$ cat config.mk
export PLATFORM = sky130hd
export DESIGN_NAME = srr_ctrl
export DESIGN_NICKNAME = d
export VERILOG_FILES = /design/src/sv/srr_pkg.sv /design/src/sv/srr_ctrl.sv
export SDC_FILE = /design/constraint.sdc
export NUM_CORES = 1
export LEC_CHECK = 0
export BUFFER_PORTS_ARGS = -buffer_cell sky130_fd_sc_hd__buf_2
export CAP_MARGIN = 30
export CORE_AREA = 2 2 39 41
export CTS_BUF_LIST = sky130_fd_sc_hd__clkbuf_8
export DETAILED_ROUTE_END_ITERATION = 12
export DIE_AREA = 0 0 41 43
export PLACE_DENSITY = 0.4
export SLEW_MARGIN = 25
export SYNTH_ARGS = -nofsm -noshare
export SYNTH_HDL_FRONTEND = slang
export SYNTH_SLANG_ARGS = --single-unit
$ cat constraint.sdc
create_clock -name clock -period 2.1 [get_ports clock]
set_input_delay 0.105 -clock clock [delete_from_list [all_inputs] [get_ports clock]]
set_output_delay 0.105 -clock clock [all_outputs]
set_load 0.02 [all_outputs]
$ cat src/sv/srr_pkg.sv
// Shared types, codes and a helper function of the selective-repeat receiver.
package srr_pkg;

   localparam int unsigned SEQ_W     = 16;
   localparam int unsigned SLOT_BITS = 8;
   localparam int unsigned SLOTS     = 256;
   localparam int unsigned LEN_W     = 14;

   // result status codes
   localparam logic [2:0] RS_ACCEPTED  = 3'd0;
   localparam logic [2:0] RS_DUPLICATE = 3'd1;
   localparam logic [2:0] RS_OUTSIDE   = 3'd2;
   localparam logic [2:0] RS_NO_SEQ    = 3'd3;
   localparam logic [2:0] RS_RESET     = 3'd4;
   localparam logic [2:0] RS_READ_DONE = 3'd5;

   localparam logic CMD_SEGMENT = 1'b0;
   localparam logic CMD_READ    = 1'b1;

   typedef struct packed {
      logic             cmd;
      logic [15:0]      seq;
      logic             has_seq;
      logic             syn_flag;
      logic             rst_flag;
      logic [7:0]       payload_quads;
      logic [1:0]       pad_count;
      logic [LEN_W-1:0] read_len;
   } req_item_type;

   typedef struct packed {
      logic [2:0]       status;
      logic             ack_valid;
      logic [15:0]      ack_num;
      logic [7:0]       window_adv;
      logic [7:0]       delivered_count;
      logic [15:0]      next_expected;
      logic [LEN_W-1:0] fill_level;
      logic [LEN_W-1:0] read_count;
      logic             end_of_stream;
   } rsp_item_type;

   typedef struct packed {
      logic [15:0] seq;
      logic [7:0]  quads;
      logic [1:0]  pad;
   } entry_type;

   typedef enum logic [2:0] {
      CLS_READ, CLS_NO_SEQ, CLS_RESET, CLS_OUTSIDE, CLS_BEHIND, CLS_INSERT
   } cls_type;

   typedef enum logic [2:0] {
      OP_NONE, OP_LOAD, OP_SIMPLE, OP_LOOKUP, OP_INSERT, OP_WREAD, OP_WSTEP, OP_FINISH
   } op_type;

   typedef enum logic [2:0] {
      ST_IDLE, ST_CLASSIFY, ST_INSERT, ST_WREAD, ST_WCHK, ST_FINISH
   } state_type;

   typedef struct packed {
      op_type op;
   } dp_cmd_type;

   typedef struct packed {
      cls_type cls;
      logic    out_free;
      logic    walk_ok;
   } dp_status_type;

   // advertised window: N minus held, saturating at zero
   function automatic logic [7:0] sat_adv(input logic [7:0] n, input logic [8:0] held);
      logic [8:0] n9;
      n9 = {1'b0, n};
      return (n9 > held) ? 8'(n9 - held) : 8'd0;
   endfunction

endpackage

$ cat src/sv/srr_ctrl.sv
// Controller state machine of the receiver: sequences lookup, insert and delivery walk.
module srr_ctrl
   import srr_pkg::*;
(
   input  logic          clock,
   input  logic          reset,
   input  logic          req_valid,
   output logic          req_ready,
   input  dp_status_type dp_status,
   output dp_cmd_type    dp_cmd
);

   state_type state_ff, state_in;

   always_ff @(posedge clock) begin
      if (reset) begin
         state_ff <= ST_IDLE;
      end else begin
         state_ff <= state_in;
      end
   end

   always_comb begin
      state_in   = state_ff;
      dp_cmd.op  = OP_NONE;
      req_ready  = 1'b0;
      case (state_ff)
         ST_IDLE: begin
            req_ready = 1'b1;
            if (req_valid) begin
               dp_cmd.op = OP_LOAD;
               state_in  = ST_CLASSIFY;
            end
         end
         ST_CLASSIFY: begin
            if (dp_status.cls == CLS_INSERT) begin
               dp_cmd.op = OP_LOOKUP;
               state_in  = ST_INSERT;
            end else if (dp_status.out_free) begin
               dp_cmd.op = OP_SIMPLE;
               state_in  = ST_IDLE;
            end
         end
         ST_INSERT: begin
            dp_cmd.op = OP_INSERT;
            state_in  = ST_WREAD;
         end
         ST_WREAD: begin
            dp_cmd.op = OP_WREAD;
            state_in  = ST_WCHK;
         end
         ST_WCHK: begin
            if (dp_status.walk_ok) begin
               dp_cmd.op = OP_WSTEP;
               state_in  = ST_WREAD;
            end else begin
               state_in  = ST_FINISH;
            end
         end
         ST_FINISH: begin
            if (dp_status.out_free) begin
               dp_cmd.op = OP_FINISH;
               state_in  = ST_IDLE;
            end
         end
         default: begin
            state_in = ST_IDLE;
         end
      endcase
   end

endmodule

=== After elaboration in Yosys (flattened, before gate mapping) ===
Cells that the tools add are included.

* Flip-flop bits (word level): 3
* Input port bits: 8
* Output and inout port bits: 4
* Word-level logic and storage cells: 21

* Eq/ne operators: 7
* Multiplexer cells: 12
* Reductions and logical operators: 1

{| class="wikitable"
|+ Operator list
! operator !! number
|-
| 3-bit case mux with 6 select lines || 2
|-
| 3-bit two-way mux || 6
|-
| 3-bit equality test, second input constant || 3
|-
| 3-bit by 2-bit equality test with 1-bit output, second input constant || 2
|-
| 2-bit two-way mux || 2
|-
| 3-bit by 1-bit equality test with 1-bit output, second input constant || 1
|-
| 3-bit logical NOT || 1
|-
| 1-bit two-way mux || 2
|-
| 2-bit inequality test, second input constant || 1
|}

=== Depth between registers and ports, before layout ===
* Depth after elaboration: 3
* Depth in mapped cells: 4
* Gate-level depth less buffers: 3

=== Worst setup path before layout ===
No wires, ideal clock.

* Kind: register -> output
* Start: reg state_ff[0]
* End: out dp_cmd[0] (netlist bit)
* Arrival time: 1.112 ns
* Data required time: 1.995 ns
* Setup slack: 0.883 ns
* Cell stages (with the launch flop): 4
* Path buffers: 1
* Cells stage by stage: dfxtp_1 -> buf_4 -> inv_1 -> o32ai_1

{| class="wikitable"
|+ RTL lines
! element !! RTL line !! RTL
|-
| start, declared || srr_ctrl.sv:13 || <nowiki>state_type state_ff, state_in;</nowiki>
|-
| start signal, assigned || srr_ctrl.sv:19 || <nowiki>state_ff <= state_in;</nowiki>
|-
| end, declared || srr_ctrl.sv:10 || <nowiki>output dp_cmd_type dp_cmd</nowiki>
|}

==> impl_metrics.yaml <==
worst_setup_path:
  crit_required_ns: 2.00
  reg2reg_from: "state_ff[2]"
  startpoint_type: "register"
  crit_path_end: "dp_cmd[1]"
  startpoint: "state_ff[2]"
  cp_max_fo: 11
  rr_worst_depth: 3
  reg2reg_to: "state_ff[0]"
  critPathKind: "reg -> out"
  endpoint_kind: "output pin"
  r2r_setup_slack_ns: 0.82
  cp_data_arrival_time_ns: 1.46
sta:
  fmax_mhz: 639
  worst_slack_ns: 0.534
  fin_crit_ns: 1.57
  clock_skew_ns: 0.000112
  holdWs_ns: 0.208
  setup_tns_ns: 0
  grt_setup_unrepaired: "false"
  post-route-period-util_pct: 74.6
  timing.slew.headroom_pct: 75.9
  maxSlewViolCount: 0
  finalSetupViolations: 0
  hold_viol_final: 0
  worst_pin_slew_ns: 0.361
pwr:
  leakage_uw: 0.000159
  powerDensity_mw_per_mm2: 736
  irDropWorstVdd_mv: 0.168
routing:
  dr_total_vias: 285
  dr.pass1.iters: 5
  drt_iter0_drc: 7
  via_per_inst: 4.67
  drc: 0
  routedWlPerCell_um: 10.6
  wl_um: 645
  ant_nets: 0
clock_tree:
  clock_sinks: 3
  cts_made_buffers: 3
  insertion_delay_ns: 0.21
  postCtsSetupBuffers: 0
  cts_resized: 0
  root_buffer: "clkbuf_8"
  clkTransAtPathRegs_ns: 0.03
  clockBufferDepth: 2
  cts_tree: "yes"
  h-tree-depth: 1
  postCtsHoldBufs: 0
global_routing:
  grt_pass1_vias: 273
  antenna_found_initial: 0
  grt_usage_pct: 9.53
  grt_use_met3_pct: 1.57
  busiest_layer: "met1"
  grt_max_degree: 12
  grt-ovfl-total: 0
  grt_pass1_wl_um: 1120
  met2_usage_pct: 11.3
  grtUsageMet1_pct: 14.1
finish:
  multi_input_area_um2: 168
  top_register: "state_ff"
  nNetsFinal: 54
  largest_reg_flops: 3
  syn2layout_area_growth_pct: 33.5
  diodes: 0
  register_area_um2: 60.1
  n_fill_cell: 159
  reg_top3: "state_ff (3)"
  stdcell_count: 61
  finalInstanceArea_um2: 359
  drive_gt1_share_pct: 33.3
logic_synthesis:
  synth_most_common_cell: "a21oi_1"
  synth_area_leaders: "dfxtp_1 22%, buf_6 8.4%, a21oi_1 7.4%"
  async_flop_share_pct: 0
  synth_top_area_cell: "dfxtp_1"
  ys_ff_latch: 3
  synth-main-ff-cell: "dfxtp_1"
  yosysSeqAreaShare_pct: 22.3
  synth_edf_count: 0
  synthDistinctLibCells: 21
  syn_area_per_cell_um2: 8.15
  yosys.area.top_type_share_pct: 22.3
  synthCells: 33
  synth_area_um2: 269
  ys_warn_count: 0
  syn_nets: 41
  synth_common_cells: "4 x a21oi_1, 3 x dfxtp_1, 3 x inv_1, 3 x o21ai_0"
placed_design:
  dpl_cell_area_um2: 314
  port_buffers: 11
  pre_cts_slack_ns: 0.762
  globalplace.congestion: 0.675
  dp.cells: 57
  dp_hpwl_um: 473
floorplanning:
  die_area_mm2: 0.00176
  io_pins: 12
  die_h_um: 43
  core_mm2: 0.00138
  rows: 14
  initial_core_util_pct: 19.4
  die_w_um: 41
run_status:
  outcome: "finished clean"
worst_hold_path:
  worstHoldPathType: "in -> reg"
  hp-start: "dp_status[0]"
run:
  maxCapViolations: 0
critical path, stage by stage (launching register included):
cell,delay [ns]
dfxtp_1,0.52
and4bb_1,0.25
o21ai_0,0.21
a21oi_1,0.09
buf_2,0.17
through the flow:
stage          util [%]  total power [uW]
3_5_place_dp       22.7               106
4_1_cts            25.9               270
3_3_place_gp       22.7               106
6_report           25.9               264
2_1_floorplan         -              91.5
5_1_grt            25.9               281
routing by layer:
metal	vias to the layer above	share of wire, %
li1	147	-
met1	130	50
met2	8	44
met3	0	6.0
met4	0	0
met5	-	0
cells in the final DEF, fill, tap and decap left out, drive strengths merged:
cell    count
inv         4
mux2i       1
clkbuf      3
and4bb      1
a221o       1
o31a        1
or3         2
a31oi       1
nor3b       1
nand3b      1
o21ai       3
and3b       1
dfxtp       3
a21oi       4
nand3       2
nor3        1
nand2b      1
o21bai      1
nor2b       1
buf        11
o32ai       1
layout make-up:
| type | count | area share, % |
|---|---|---|
| Tap cell | 16 | 5.57 |
| Inverter | 3 | 3.14 |
| Multi-Input combinational cell | 24 | 46.7 |
| Sequential cell | 3 | 16.7 |
| Timing Repair Buffer | 11 | 15.3 |
| Clock buffer | 3 | 11.5 |
| Clock inverter | 1 | 1.05 |
kinds of logic (layout without fill, tap and decap cells):
group	Yosys count	count (layout)	share of synthesized area [%]
AOI/OAI and AO/OA	12	12	28.4
buffers and inverters	6	18	15.3
DFF	3	3	22.3
muxes	1	1	3.72
and+or+nand+nor	11	11	30.2
worst min-delay path by stage:
stage                  end  slack (ns)  depth (start not counted)
6_report       state_ff[2]        0.21                          3
5_1_grt        state_ff[2]        0.24                          3
4_1_cts        state_ff[2]        0.21                          3
3_5_place_dp   state_ff[2]        0.42                          3
3_3_place_gp   state_ff[2]        0.44                          3
2_1_floorplan  state_ff[2]        0.28                          2
power by group:
group          switching, uW  total [uW]  leakage (uW)  internal [uW]
sequential              5.84        65.4     0.0000245           59.6
clock                   35.2         159     0.0000269            124
combinational           21.1        39.5      0.000107           18.5
total                   62.1         264      0.000159            202
Note: power is estimated with default switching activity, not from simulation.
